[src/rtl/core/circle_raster_generator_macros.svh]
// Assertion macros shared by the circle raster generator RTL.
// Each macro expects i_clk and i_rst_n in the including module.
`ifndef CIRCLE_RASTER_GENERATOR_MACROS_SVH
`define CIRCLE_RASTER_GENERATOR_MACROS_SVH

// antecedent implies consequent in the same cycle
`define CRG_ASSERT_IMP(lbl, ante, cons, msg) \
    lbl: assert property (@(posedge i_clk) disable iff (!i_rst_n) (ante) |-> (cons)) \
        else $error(msg);

// condition must never hold
`define CRG_ASSERT_NEVER(lbl, cond, msg) \
    lbl: assert property (@(posedge i_clk) disable iff (!i_rst_n) !(cond)) \
        else $error(msg);

`endif

[src/rtl/core/crg_pkg.sv]
// Shared types and constants of the circle raster generator.
// No dependencies.
package crg_pkg;

    localparam int CFG_W = 13;
    localparam logic [CFG_W-1:0] CANVAS_WIDTH_RST  = 13'd640;
    localparam logic [CFG_W-1:0] CANVAS_HEIGHT_RST = 13'd480;

    localparam logic REG_CANVAS_WIDTH  = 1'b0;
    localparam logic REG_CANVAS_HEIGHT = 1'b1;

    localparam logic OP_START = 1'b0;
    localparam logic OP_STEP  = 1'b1;

    localparam int PT_CNT_W = 3;
    localparam logic [PT_CNT_W-1:0] LAST_PT = 3'd7;

    localparam int PIX_IDX_W = 24;
    localparam int COLOR_W   = 32;

    localparam int QDEPTH = 2;
    localparam int QAW    = 1;

    typedef struct packed {
        logic points;
        logic done;
    } t_crg_ctl;

endpackage

[src/rtl/core/crg_queue.sv]
// Short FIFO between the item front end and the point back end.
// Depends on crg_pkg and the assertion macro header.
`include "circle_raster_generator_macros.svh"

module crg_queue #(
    parameter int W = 8
) (
    input  logic         i_clk,
    input  logic         i_rst_n,
    input  logic         i_push,
    input  logic [W-1:0] i_data,
    output logic         o_ready,
    input  logic         i_pop,
    output logic         o_valid,
    output logic [W-1:0] o_data
);

    localparam int CNT_W = $clog2(crg_pkg::QDEPTH + 1);
    localparam logic [CNT_W-1:0] FULL_CNT = CNT_W'(crg_pkg::QDEPTH);
    localparam logic [crg_pkg::QAW-1:0] LAST_IDX = crg_pkg::QAW'(crg_pkg::QDEPTH - 1);

    logic [W-1:0]              r_mem [crg_pkg::QDEPTH];
    logic [crg_pkg::QAW-1:0]   r_wp, n_wp, r_rp, n_rp;
    logic [CNT_W-1:0]          r_cnt, n_cnt;
    logic                      full;

    assign full    = (r_cnt == FULL_CNT);
    assign o_ready = !full;
    assign o_valid = (r_cnt != '0);
    assign o_data  = r_mem[r_rp];

    always_comb begin
        n_wp  = r_wp;
        n_rp  = r_rp;
        n_cnt = r_cnt;
        if (i_push) begin
            n_wp = (r_wp == LAST_IDX) ? '0 : r_wp + 1'b1;
        end
        if (i_pop) begin
            n_rp = (r_rp == LAST_IDX) ? '0 : r_rp + 1'b1;
        end
        if (i_push && !i_pop) begin
            n_cnt = r_cnt + 1'b1;
        end else if (!i_push && i_pop) begin
            n_cnt = r_cnt - 1'b1;
        end
    end

    always_ff @(posedge i_clk) begin
        if (!i_rst_n) begin
            r_wp  <= '0;
            r_rp  <= '0;
            r_cnt <= '0;
        end else begin
            r_wp  <= n_wp;
            r_rp  <= n_rp;
            r_cnt <= n_cnt;
        end
    end

    always_ff @(posedge i_clk) begin
        if (i_push) begin
            r_mem[r_wp] <= i_data;
        end
    end

    `CRG_ASSERT_NEVER(a_no_push_full, i_push && full, "queue push while full")
    `CRG_ASSERT_NEVER(a_no_pop_empty, i_pop && (r_cnt == '0), "queue pop while empty")

endmodule

[src/rtl/core/crg_front.sv]
// Front end: accepts items, runs the midpoint iteration state, queues work.
// Depends on crg_pkg and the assertion macro header.
`include "circle_raster_generator_macros.svh"

module crg_front #(
    parameter int COORD_BITS = 16
) (
    input  logic                         i_clk,
    input  logic                         i_rst_n,
    input  logic                         i_in_valid,
    output logic                         o_in_ready,
    input  logic                         i_opcode,
    input  logic signed [COORD_BITS-1:0] i_center_x,
    input  logic signed [COORD_BITS-1:0] i_center_y,
    input  logic signed [COORD_BITS-1:0] i_radius,
    input  logic [crg_pkg::COLOR_W-1:0]  i_color,
    input  logic                         i_q_ready,
    output logic                         o_push,
    output crg_pkg::t_crg_ctl            o_ctl,
    output logic signed [COORD_BITS-1:0] o_cx,
    output logic signed [COORD_BITS-1:0] o_cy,
    output logic signed [COORD_BITS:0]   o_ox,
    output logic signed [COORD_BITS:0]   o_oy,
    output logic [crg_pkg::COLOR_W-1:0]  o_color
);

    localparam int OW = COORD_BITS + 1;
    localparam int DW = COORD_BITS + 4;

    logic signed [OW-1:0]       r_ox, n_ox, r_oy, n_oy;
    logic signed [DW-1:0]       r_dv, n_dv;
    logic signed [COORD_BITS-1:0] r_cx, n_cx, r_cy, n_cy;
    logic [crg_pkg::COLOR_W-1:0] r_color, n_color;
    logic                        r_busy, n_busy;

    logic                 accept, can_step, d_le0, done_step;
    logic signed [OW-1:0] y1, x1;
    logic signed [DW-1:0] y1e, x1e, step_dv;

    assign accept     = i_in_valid && i_q_ready;
    assign o_in_ready = i_q_ready;
    assign o_push     = accept;
    assign o_cx       = r_cx;
    assign o_cy       = r_cy;
    assign o_ox       = r_ox;
    assign o_oy       = r_oy;
    assign o_color    = r_color;

    assign can_step  = r_busy && (r_ox >= r_oy);
    assign y1        = r_oy + OW'(1);
    assign d_le0     = (r_dv <= 0);
    assign x1        = d_le0 ? r_ox : r_ox - OW'(1);
    assign y1e       = DW'(y1);
    assign x1e       = DW'(x1);
    assign step_dv   = r_dv + (y1e <<< 1) + $signed(DW'(1)) - (d_le0 ? '0 : (x1e <<< 1));
    assign done_step = (x1 < y1);

    always_comb begin
        n_ox    = r_ox;
        n_oy    = r_oy;
        n_dv    = r_dv;
        n_cx    = r_cx;
        n_cy    = r_cy;
        n_color = r_color;
        n_busy  = r_busy;
        o_ctl   = '{points: 1'b0, done: 1'b1};
        if (i_opcode == crg_pkg::OP_START) begin
            n_ox    = OW'(i_radius);
            n_oy    = '0;
            n_dv    = $signed(DW'(1)) - DW'(i_radius);
            n_cx    = i_center_x;
            n_cy    = i_center_y;
            n_color = i_color;
            n_busy  = !i_radius[COORD_BITS-1];
            o_ctl   = '{points: 1'b0, done: i_radius[COORD_BITS-1]};
        end else if (can_step) begin
            n_ox   = x1;
            n_oy   = y1;
            n_dv   = step_dv;
            n_busy = !done_step;
            o_ctl  = '{points: 1'b1, done: done_step};
        end else begin
            n_busy = 1'b0;
        end
    end

    always_ff @(posedge i_clk) begin
        if (!i_rst_n) begin
            r_ox    <= '0;
            r_oy    <= '0;
            r_dv    <= '0;
            r_cx    <= '0;
            r_cy    <= '0;
            r_color <= '0;
            r_busy  <= 1'b0;
        end else if (accept) begin
            r_ox    <= n_ox;
            r_oy    <= n_oy;
            r_dv    <= n_dv;
            r_cx    <= n_cx;
            r_cy    <= n_cy;
            r_color <= n_color;
            r_busy  <= n_busy;
        end
    end

    `CRG_ASSERT_IMP(a_busy_octant, r_busy, (r_ox >= r_oy) && !r_oy[OW-1],
                    "active circle left the first octant")

endmodule

[src/rtl/core/crg_back.sv]
// Back end: walks the eight symmetric points of a queued entry, clips them
// and forms the pixel index. Depends on crg_pkg and the assertion macro header.
`include "circle_raster_generator_macros.svh"

module crg_back #(
    parameter int COORD_BITS = 16,
    parameter int DIM_BITS   = 12
) (
    input  logic                          i_clk,
    input  logic                          i_rst_n,
    input  logic                          i_q_valid,
    output logic                          o_pop,
    input  crg_pkg::t_crg_ctl             i_ctl,
    input  logic signed [COORD_BITS-1:0]  i_cx,
    input  logic signed [COORD_BITS-1:0]  i_cy,
    input  logic signed [COORD_BITS:0]    i_ox,
    input  logic signed [COORD_BITS:0]    i_oy,
    input  logic [crg_pkg::COLOR_W-1:0]   i_color,
    input  logic [DIM_BITS:0]             i_width,
    input  logic [DIM_BITS:0]             i_height,
    output logic                          o_out_valid,
    input  logic                          i_out_ready,
    output logic                          o_write_enable,
    output logic [crg_pkg::PIX_IDX_W-1:0] o_pixel_index,
    output logic [crg_pkg::COLOR_W-1:0]   o_pixel_word,
    output logic                          o_last_of_item,
    output logic                          o_circle_done
);

    localparam int PW     = COORD_BITS + 2;
    localparam int CW     = (PW > DIM_BITS + 2) ? PW : DIM_BITS + 2;
    localparam int PROD_W = (2 * DIM_BITS + 1 > crg_pkg::PIX_IDX_W) ?
                            2 * DIM_BITS + 1 : crg_pkg::PIX_IDX_W;

    logic [crg_pkg::PT_CNT_W-1:0] r_k;
    logic adv_a, adv_b, load_a;

    logic signed [COORD_BITS:0] sel_a, sel_b;
    logic signed [PW-1:0]       ae, be, px, py;
    logic signed [CW-1:0]       pxc, pyc, wc, hc;
    logic                       in_canvas;

    logic                        r_a_valid, r_a_we, r_a_last, r_a_done;
    logic [DIM_BITS-1:0]         r_a_px, r_a_py;
    logic [crg_pkg::COLOR_W-1:0] r_a_color;

    logic [PROD_W-1:0] idx;

    logic                          r_o_valid, r_o_we, r_o_last, r_o_done;
    logic [crg_pkg::PIX_IDX_W-1:0] r_o_idx;
    logic [crg_pkg::COLOR_W-1:0]   r_o_word;

    assign adv_b  = !r_o_valid || i_out_ready;
    assign adv_a  = !r_a_valid || adv_b;
    assign load_a = adv_a && i_q_valid;
    assign o_pop  = load_a && (r_k == crg_pkg::LAST_PT);

    // points 4..7 swap the roles of x and y; bit 0 mirrors column, bit 1 row
    assign sel_a = r_k[2] ? i_oy : i_ox;
    assign sel_b = r_k[2] ? i_ox : i_oy;
    assign ae    = PW'(sel_a);
    assign be    = PW'(sel_b);
    assign px    = PW'(i_cx) + (r_k[0] ? -ae : ae);
    assign py    = PW'(i_cy) + (r_k[1] ? -be : be);
    assign pxc   = CW'(px);
    assign pyc   = CW'(py);
    assign wc    = $signed(CW'(i_width));
    assign hc    = $signed(CW'(i_height));
    assign in_canvas = i_ctl.points && !px[PW-1] && !py[PW-1] && (pxc < wc) && (pyc < hc);

    assign idx = PROD_W'(r_a_py) * PROD_W'(i_width) + PROD_W'(r_a_px);

    always_ff @(posedge i_clk) begin
        if (!i_rst_n) begin
            r_k       <= '0;
            r_a_valid <= 1'b0;
            r_o_valid <= 1'b0;
        end else begin
            if (load_a) begin
                r_k <= r_k + 1'b1;
            end
            if (adv_a) begin
                r_a_valid <= i_q_valid;
            end
            if (adv_b) begin
                r_o_valid <= r_a_valid;
            end
        end
    end

    always_ff @(posedge i_clk) begin
        if (load_a) begin
            r_a_we    <= in_canvas;
            r_a_last  <= (r_k == crg_pkg::LAST_PT);
            r_a_done  <= i_ctl.done;
            r_a_px    <= pxc[DIM_BITS-1:0];
            r_a_py    <= pyc[DIM_BITS-1:0];
            r_a_color <= i_color;
        end
        if (adv_b && r_a_valid) begin
            r_o_we   <= r_a_we;
            r_o_last <= r_a_last;
            r_o_done <= r_a_done;
            r_o_idx  <= r_a_we ? idx[crg_pkg::PIX_IDX_W-1:0] : '0;
            r_o_word <= r_a_we ? r_a_color : '0;
        end
    end

    assign o_out_valid    = r_o_valid;
    assign o_write_enable = r_o_we;
    assign o_pixel_index  = r_o_idx;
    assign o_pixel_word   = r_o_word;
    assign o_last_of_item = r_o_last;
    assign o_circle_done  = r_o_done;

    `CRG_ASSERT_IMP(a_clip_zero, r_o_valid && !r_o_we, (r_o_idx == '0) && (r_o_word == '0),
                    "clipped beat carries nonzero payload")
    `CRG_ASSERT_IMP(a_px_in_row, r_a_valid && r_a_we, ({1'b0, r_a_px} < i_width),
                    "written point beyond canvas width")

endmodule

[src/rtl/core/circle_raster_generator.sv]
// Midpoint circle outline generator: every item yields eight result beats.
// Throughput: one beat per cycle from the point pipeline while the receiver is ready.
// A 2-entry queue lets the front accept while earlier items are drawn.
// Reset (sync, active low) clears the circle state and queue, canvas 640x480.
module circle_raster_generator #(
    parameter int COORD_BITS = 16,
    parameter int DIM_BITS   = 12
) (
    input  logic                          i_clk,
    input  logic                          i_rst_n,
    input  logic                          psel,
    input  logic                          penable,
    input  logic                          pwrite,
    input  logic [2:0]                    paddr,
    input  logic [31:0]                   pwdata,
    output logic [31:0]                   prdata,
    output logic                          pready,
    input  logic                          i_in_valid,
    output logic                          o_in_ready,
    input  logic                          i_opcode,
    input  logic signed [COORD_BITS-1:0]  i_center_x,
    input  logic signed [COORD_BITS-1:0]  i_center_y,
    input  logic signed [COORD_BITS-1:0]  i_radius,
    input  logic [7:0]                    i_red,
    input  logic [7:0]                    i_green,
    input  logic [7:0]                    i_blue,
    input  logic [7:0]                    i_alpha,
    output logic                          o_out_valid,
    input  logic                          i_out_ready,
    output logic                          o_write_enable,
    output logic [crg_pkg::PIX_IDX_W-1:0] o_pixel_index,
    output logic [crg_pkg::COLOR_W-1:0]   o_pixel_word,
    output logic                          o_last_of_item,
    output logic                          o_circle_done
);

    localparam int CFG_W = crg_pkg::CFG_W;
    localparam int LW    = (CFG_W > DIM_BITS + 1) ? CFG_W : DIM_BITS + 1;
    localparam int QW    = $bits(crg_pkg::t_crg_ctl) + 4 * COORD_BITS + 2 + crg_pkg::COLOR_W;

    logic [CFG_W-1:0] r_cfg_w, r_cfg_h;
    logic             cfg_wr;
    logic [LW-1:0]    w_ext, h_ext, dim_lim, w_cap, h_cap;
    logic [DIM_BITS:0] width, height;

    crg_pkg::t_crg_ctl            f_ctl, b_ctl;
    logic                         push, pop, q_ready, q_valid;
    logic signed [COORD_BITS-1:0] f_cx, f_cy, b_cx, b_cy;
    logic signed [COORD_BITS:0]   f_ox, f_oy, b_ox, b_oy;
    logic [crg_pkg::COLOR_W-1:0]  f_color, b_color;
    logic [QW-1:0]                q_in, q_out;

    assign pready = 1'b1;
    assign cfg_wr = psel && penable && pwrite;
    assign prdata = (paddr[2] == crg_pkg::REG_CANVAS_HEIGHT) ? 32'(r_cfg_h) : 32'(r_cfg_w);

    always_ff @(posedge i_clk) begin
        if (!i_rst_n) begin
            r_cfg_w <= crg_pkg::CANVAS_WIDTH_RST;
            r_cfg_h <= crg_pkg::CANVAS_HEIGHT_RST;
        end else if (cfg_wr) begin
            if (paddr[2] == crg_pkg::REG_CANVAS_HEIGHT) begin
                r_cfg_h <= pwdata[CFG_W-1:0];
            end else begin
                r_cfg_w <= pwdata[CFG_W-1:0];
            end
        end
    end

    assign w_ext   = LW'(r_cfg_w);
    assign h_ext   = LW'(r_cfg_h);
    assign dim_lim = LW'(1) << DIM_BITS;
    assign w_cap   = (w_ext > dim_lim) ? dim_lim : w_ext;
    assign h_cap   = (h_ext > dim_lim) ? dim_lim : h_ext;
    assign width   = w_cap[DIM_BITS:0];
    assign height  = h_cap[DIM_BITS:0];

    crg_front #(
        .COORD_BITS (COORD_BITS)
    ) u_front (
        .i_clk      (i_clk),
        .i_rst_n    (i_rst_n),
        .i_in_valid (i_in_valid),
        .o_in_ready (o_in_ready),
        .i_opcode   (i_opcode),
        .i_center_x (i_center_x),
        .i_center_y (i_center_y),
        .i_radius   (i_radius),
        .i_color    ({i_alpha, i_blue, i_green, i_red}),
        .i_q_ready  (q_ready),
        .o_push     (push),
        .o_ctl      (f_ctl),
        .o_cx       (f_cx),
        .o_cy       (f_cy),
        .o_ox       (f_ox),
        .o_oy       (f_oy),
        .o_color    (f_color)
    );

    assign q_in = {f_ctl, f_cx, f_cy, f_ox, f_oy, f_color};
    assign {b_ctl, b_cx, b_cy, b_ox, b_oy, b_color} = q_out;

    crg_queue #(
        .W (QW)
    ) u_queue (
        .i_clk   (i_clk),
        .i_rst_n (i_rst_n),
        .i_push  (push),
        .i_data  (q_in),
        .o_ready (q_ready),
        .i_pop   (pop),
        .o_valid (q_valid),
        .o_data  (q_out)
    );

    crg_back #(
        .COORD_BITS (COORD_BITS),
        .DIM_BITS   (DIM_BITS)
    ) u_back (
        .i_clk          (i_clk),
        .i_rst_n        (i_rst_n),
        .i_q_valid      (q_valid),
        .o_pop          (pop),
        .i_ctl          (b_ctl),
        .i_cx           (b_cx),
        .i_cy           (b_cy),
        .i_ox           (b_ox),
        .i_oy           (b_oy),
        .i_color        (b_color),
        .i_width        (width),
        .i_height       (height),
        .o_out_valid    (o_out_valid),
        .i_out_ready    (i_out_ready),
        .o_write_enable (o_write_enable),
        .o_pixel_index  (o_pixel_index),
        .o_pixel_word   (o_pixel_word),
        .o_last_of_item (o_last_of_item),
        .o_circle_done  (o_circle_done)
    );

endmodule

[config.mk]
export PLATFORM = sky130hd
export DESIGN_NAME = circle_raster_generator
export DESIGN_NICKNAME = d
export VERILOG_FILES = /design/src/rtl/core/crg_pkg.sv /design/src/rtl/core/crg_queue.sv /design/src/rtl/core/crg_front.sv /design/src/rtl/core/crg_back.sv /design/src/rtl/core/circle_raster_generator.sv
export VERILOG_INCLUDE_DIRS = /design/src /design/src/rtl/core
export SDC_FILE = /design/constraint.sdc
export NUM_CORES = 1
export LEC_CHECK = 0
export ABC_AREA = 1
export CAP_MARGIN = 5
export CORE_MARGIN = 2
export CORE_UTILIZATION = 59
export CTS_CLUSTER_SIZE = 20
export DETAILED_ROUTE_END_ITERATION = 7
export DONT_BUFFER_PORTS = 1
export HOLD_SLACK_MARGIN = 0.03
export PLACE_DENSITY_LB_ADDON = 0.3
export SYNTH_ARGS = -nofsm -noshare
export SYNTH_HDL_FRONTEND = slang
export SYNTH_SLANG_ARGS = --single-unit
[constraint.sdc]
create_clock -name i_clk -period 5.3 [get_ports i_clk]
set_clock_uncertainty 0.05 [all_clocks]
set_input_delay 0.53 -clock i_clk [delete_from_list [all_inputs] [get_ports i_clk]]
set_output_delay 0.53 -clock i_clk [all_outputs]
set_load 0.005 [all_outputs]
After elaboration in Yosys (flattened, before gate mapping) --
Memory sizes are Yosys's and may differ from the RTL's. A register that Yosys moved wholly into a read port is not among the register bits. Cells that the tools add are included.
Storage, ports and cells: word-level logic and storage cells 113, input port bits 123, register bits 272, memories 1, output and inout port bits 94, bits in writable memories 200
Memories:
- u_queue.r_mem | depth 2, bits a word 100, rd ports 1, clocked after memory_dff 1, wr ports 1, line crg_queue.sv:22 | logic [W-1:0] r_mem [crg_pkg::QDEPTH];
Cells by class: bitwise gates (word level) 2, multiplexer cells 27, reductions and logical operators 30, multipliers 1, eq/ne operators 3, magnitude comparators 7, add/subtract/negate cells 16
Operator list (count):
- $mux 17 | 7
- $mux 20 | 3
- $mux 13 | 3
- $add 16x18->18 | 2
- $lt 18x14->1 | 2
- $mux 18 | 2
- $neg 17->18 | 2
- $gt 13x13->1 const B | 2
- $add 24x12->24 | 1
- $mul 12x13->24 | 1
- $add 20x1->20 const B | 1
- $add 20x20->20 | 1
- $le 20x1->1 const B | 1
- $sub 20x20->20 | 1
- $add 17x2->17 const B | 1
- $ge 17x17->1 | 1
- $lt 17x17->1 | 1
- $sub 17x2->17 const B | 1
- $sub 2x16->17 const A | 1
- $logic_and 1x1->1 | 13
- $logic_not 1->1 | 9
- $mux 1 | 8
- $mux 2 | 4
- $reduce_and 2->1 | 4
- 10 further kinds | 14

Longest topological paths before layout --
depth after elaboration 9, gate-level depth with buffers 33

Modules after synthesis --
Synthesis repeated with hierarchy kept, for this count alone.
Unflattened totals: cell total of the unflattened synthesis 3627, area, all modules 31550.3 µm²
By module, submodules not included:
- crg_back | area each 13420.4 µm², instances 1, cells an instance 1660
- crg_front | area each 8593.2 µm², instances 1, cells an instance 1383
- crg_queue | area each 7946.4 µm², instances 1, cells an instance 346
- circle_raster_generator | area each 1590.3 µm², instances 1, cells an instance 238

Least setup slack after synthesis --
OpenSTA, ideal clock, no wires.
path kind register to register, start point register r_cfg_w[8], end point register u_back.r_o_idx (netlist bit u_back.o_pixel_index[21]), data pin, required time 4.989 ns, setup time 0.261 ns, path slack -0.323 ns, arrival 5.312 ns, period minus slack after synthesis 5.623 ns, stages on the path, launching flop included 29, cells stage by stage dfxtp_1 > inv_1 > nand2_1 > nor3_1 > nand2_1 > nand2_1 > inv_2 > nor2_1 > inv_1 > nor2_1 > fa_1 > inv_1 > fa_1 > inv_1 > fa_1 > fa_1 > inv_1 > fa_1 > inv_1 > ha_1 > a21o_1 > a31oi_1 > o21ai_0 > inv_1 > o21ai_0 > a21oi_1 > o21ai_0 > o21ai_0 > a21oi_1
On the way: cells in the longest elaborated chain, start to end 4
RTL lines:
- start: declaration | line circle_raster_generator.sv:41 | logic [CFG_W-1:0] r_cfg_w, r_cfg_h;
- start signal: assignment | line circle_raster_generator.sv:59 | r_cfg_w <= crg_pkg::CANVAS_WIDTH_RST;
- start signal: assignment | line circle_raster_generator.sv:65 | r_cfg_w <= pwdata[CFG_W-1:0];
- $gt 13x13->1 | line circle_raster_generator.sv:73 | assign w_cap = (w_ext > dim_lim) ? dim_lim : w_ext;
- $mux 13 (*) | line circle_raster_generator.sv:73
- $mul 12x13->24 (*) | line crg_back.sv:71 | assign idx = PROD_W'(r_a_py) * PROD_W'(i_width) + PROD_W'(r_a_px);
- $add 24x12->24 (*) | line crg_back.sv:71
- end signal: assignment | line crg_back.sv:104 | r_o_idx <= r_a_we ? idx[crg_pkg::PIX_IDX_W-1:0] : '0;
- end: declaration | line crg_back.sv:50 | logic [crg_pkg::PIX_IDX_W-1:0] r_o_idx;
Every way passes the cells marked *; elsewhere a longest branch is shown, timed or not. A chain may end at the register's enable or synchronous reset.

Worst setup path in the final report --
start point register r_cfg_w[8], end point register u_back.r_o_idx (netlist bit u_back.o_pixel_index[23]), data pin
The elaborated chain is that of the path after synthesis.

==> flow_summary.json <==
{
  "synth_simple_gate_area_share_pct": 17.22,
  "netlist_top_cells_area": "edfxtp_1 33%, dfxtp_1 11%, fa_1 9.6%",
  "max_freq_mhz": 182.9,
  "reg2regPathDepth": 28,
  "pwr-share-seq_pct": 24.1,
  "drcViolationCount": 0,
  "drive_gt1_share_pct": 13.34,
  "routed_wl_mm": 78.38,
  "hp-class": "in -> reg",
  "numCtsBuffers": 51,
  "rrSetupSlack_ps": -170,
  "swShare_pct": 41.74,
  "antenna_found_initial": 0,
  "place_ws_ps": -414.8,
  "synth_top_family_by_area": "adder cells",
  "path_class": "reg -> reg",
  "worstSkewPairLatency_ps": 620,
  "p_leak_nw": 15.60,
  "grt_max_degree": 87,
  "clock_path_buffers": 3,
  "setup_viol": 11,
  "overflow": 0,
  "final_common_cell": "nand2_1",
  "power.internal_mw": 11.82,
  "cts.htree.levels": 2,
  "postRouteAntennaNets": 0,
  "synth-xor-area-share_pct": 3.193,
  "final_util_pct": 70.59,
  "rsz0062_at_grt": "true",
  "antenna_cells": 0,
  "yosys.area_share.adder_pct": 17.74,
  "instances_no_fill": 4248,
  "start_util_pct": 59.80,
  "min_period_over_period_pct": 103.1,
  "dp.cells": 4031,
  "syn-mean-instance-area_sq_um": 8.793,
  "worst_slack_ps": -166.5,
  "io_buffers": 0,
  "relSlewSlack_pct": 32.79,
  "cts_tree": "done",
  "dieArea_sq_um": 51410,
  "postSynthRegisterBits": 473,
  "max_stage_delay_ps": 560,
  "grt_pass1_wl_mm": 123.2,
  "synth_top_area_share_pct": 32.62,
  "synthMuxAreaShare_pct": 0.1710,
  "layout.nets": 3995,
  "syn2layout_area_growth_pct": 18.05,
  "synth.distinct_cells": 48,
  "switching_power_mw": 8.468,
  "cap_viol_max_count": 0,
  "grt_pass1_vias": 23769,
  "clockPowerShare_pct": 18.4,
  "hold_violations": 0,
  "report.final.slew_viol_count": 0,
  "r2r-start": "r_cfg_w[8]$_SDFFE_PN0P_",
  "cp-end-kind": "register",
  "tightest_slew_ps": 1005,
  "syn_area_sq_um": 29270,
  "dp_hpwl_mm": 54.20,
  "endpoint": "u_back.o_pixel_index[23]$_SDFFCE_PN0P_",
  "synthFlopType": "edfxtp_1",
  "regToRegEndpoint": "u_back.o_pixel_index[23]$_SDFFCE_PN0P_",
  "crit_path_max_fanout": 5,
  "clockRootBuffer": "clkbuf_16",
  "yosysTopAreaCell": "edfxtp_1",
  "cts.sinks": 473,
  "track_usage_pct": 30.74,
  "cp_data_arrival_time_ps": 5890,
  "synthCells": 3329,
  "die_x_um": 226.7,
  "ys.warnings.count": 0,
  "final_cell_mix": "693 x nand2_1, 431 x inv_1, 326 x nor2_1, 318 x edfxtp_1, 245 x o21ai_0",
  "vias_per_cell": 5.537,
  "coreArea_sq_um": 48950,
  "total_power_mw": 20.29,
  "num_rows": 81,
  "avgRoutedWirePerCell_um": 18.45,
  "synth-compound-area-share_pct": 10.27,
  "postSynth.asyncResetShare_pct": 0,
  "startpoint": "r_cfg_w[8]$_SDFFE_PN0P_",
  "outcome": "finished, violations left",
  "via_count": 23522,
  "combinationalPowerShare_pct": 57.5,
  "startpoint_type": "register",
  "dr.first_iter.drc_count": 1662,
  "place.gp.congestion": 0.9635,
  "irDropWorstVdd_mv": 0.7325,
  "ios": 217,
  "powerDensity_nw_per_um2": 587.2,
  "die_h_um": 226.7,
  "clk_pin_slew_ps": 60,
  "synth_edf_count": 318,
  "crit_required_ps": 5720,
  "violations": "setup timing",
  "seq_area_frac_synth_pct": 43.22,
  "hold_slack_ps": 43.83,
  "crit_slowest_cell": "fa_2",
  "finalCriticalPeriod_ps": 5467,
  "firstDrtPassIters": 5
}
-- registers in the layout, summed over array words and instances, names as in the netlist, 2 cells and up, named ones only --
signal	count
u_front.r_dv	20
u_back.r_k	3
u_back.r_a_color	32
u_back.r_a_py	12
h_ext	13
u_front.o_cy	16
u_back.r_a_px	12
u_front.o_oy	17
u_back.o_pixel_word	32
u_queue.r_mem	200
u_front.o_color	32
u_front.o_ox	17
u_queue.r_cnt	2
u_back.o_pixel_index	24
r_cfg_w	13
u_front.o_cx	16
-- area by class of cell --
cell class | instances | area [sq um]
multi-input cells | 2274 | 15120
fillers | 3637 | 14400
flip-flops and latches | 473 | 12660
repair buffers | 265 | 2350
inverters | 475 | 1813
clock buffers | 68 | 1421
well taps | 664 | 830.8
clock inverters | 28 | 347.8
repair inverters | 1 | 11.26
-- worst max-delay path: cells and delay by family (launching register included) --
family | cells | cell delay (ps)
buffers and inverters | 8 | 620
AO/OA/AOI/OAI | 2 | 200
AND/OR/NAND/NOR | 12 | 1310
adder cells (fa/ha/maj) | 6 | 2810
flip-flops | 1 | 320
-- per-stage QoR --
stage | setup TNS, ps | instance area [sq um]
final | -1188 | 34560
after global routing | -4224 | 34560
after CTS | -400.4 | 34100
after detailed placement | -3504 | 30780
after global placement | -2526 | 30780
after floorplan | -168.0 | 29410
-- logic make-up after synthesis --
kind of cell	count (synthesis)
multiplexers	5
AND/OR/NAND/NOR	1255
XOR/XNOR	105
flip-flops	473
adder cells (fa/ha/maj)	331
AO/OA/AOI/OAI	558
other	2
buffers and inverters	600
-- power groups by stage --
stage,clock network [mW],logic [mW],registers (mW)
floorplan,0,6.00,4.83
global placement,0,8.91,4.93
detailed placement,0,9.20,4.95
CTS,3.78,10.8,4.88
global route,3.94,12.9,4.93
finish,3.74,11.7,4.88
-- cells in the mapped netlist (all sizes together) (5+ instances only) --
cell and count:
nor2 382, clkinv 9, edfxtp 318, a21boi 5
inv 466, nor3 24, buf 36, a31oi 27
a21o 7, ha 191, nor4 13, o21a 10
xnor2 43, a211oi 6, nand3b 9, a21oi 177
nand3 61, o31ai 7, nand2 714, fa 140
a22oi 7, mux2i 5, o21ai 295, or2 21
o211ai 11, nand4 27, xor2 61, dfxtp 155
clkbuf 89
-- layer usage --
metal / share of wire (%) / track usage (%) / routed length [um]
met5: 0 / 0 / 0
met4: 4.7 / 13.90 / 3697
met3: 5.4 / 4.833 / 4231
met2: 50 / 54.53 / 39570
met1: 39 / 36.71 / 30880
-- worst min path at each step --
stage | cells after the start | endpoint | slack (ps) | from
after global placement | 0 | u_back.o_last_of_item$_DFFE_PP_ | 350 | u_back.r_a_last$_DFFE_PP_
after floorplan | 0 | u_back.o_circle_done$_DFFE_PP_ | 350 | u_back.r_a_done$_DFFE_PP_
after detailed placement | 0 | u_back.o_last_of_item$_DFFE_PP_ | 360 | u_back.r_a_last$_DFFE_PP_
final | 2 | u_front.o_color[8]$_SDFFE_PN0P_ | 40 | i_green[0]
after global routing | 2 | u_front.o_color[16]$_SDFFE_PN0P_ | 30 | i_blue[0]
after CTS | 2 | u_front.o_oy[3]$_SDFFE_PN0P_ | 30 | i_rst_n
-- timing repair --
item	in CTS	in global routing
setup buffers	17	18
endpoints found under the setup margin	12	16
hold buffers	85	0
resized for setup	142	95
pin swaps	67	38
hold endpoints to repair	121	0
cloned	1	0
Power figures use the tool's default switching activity.
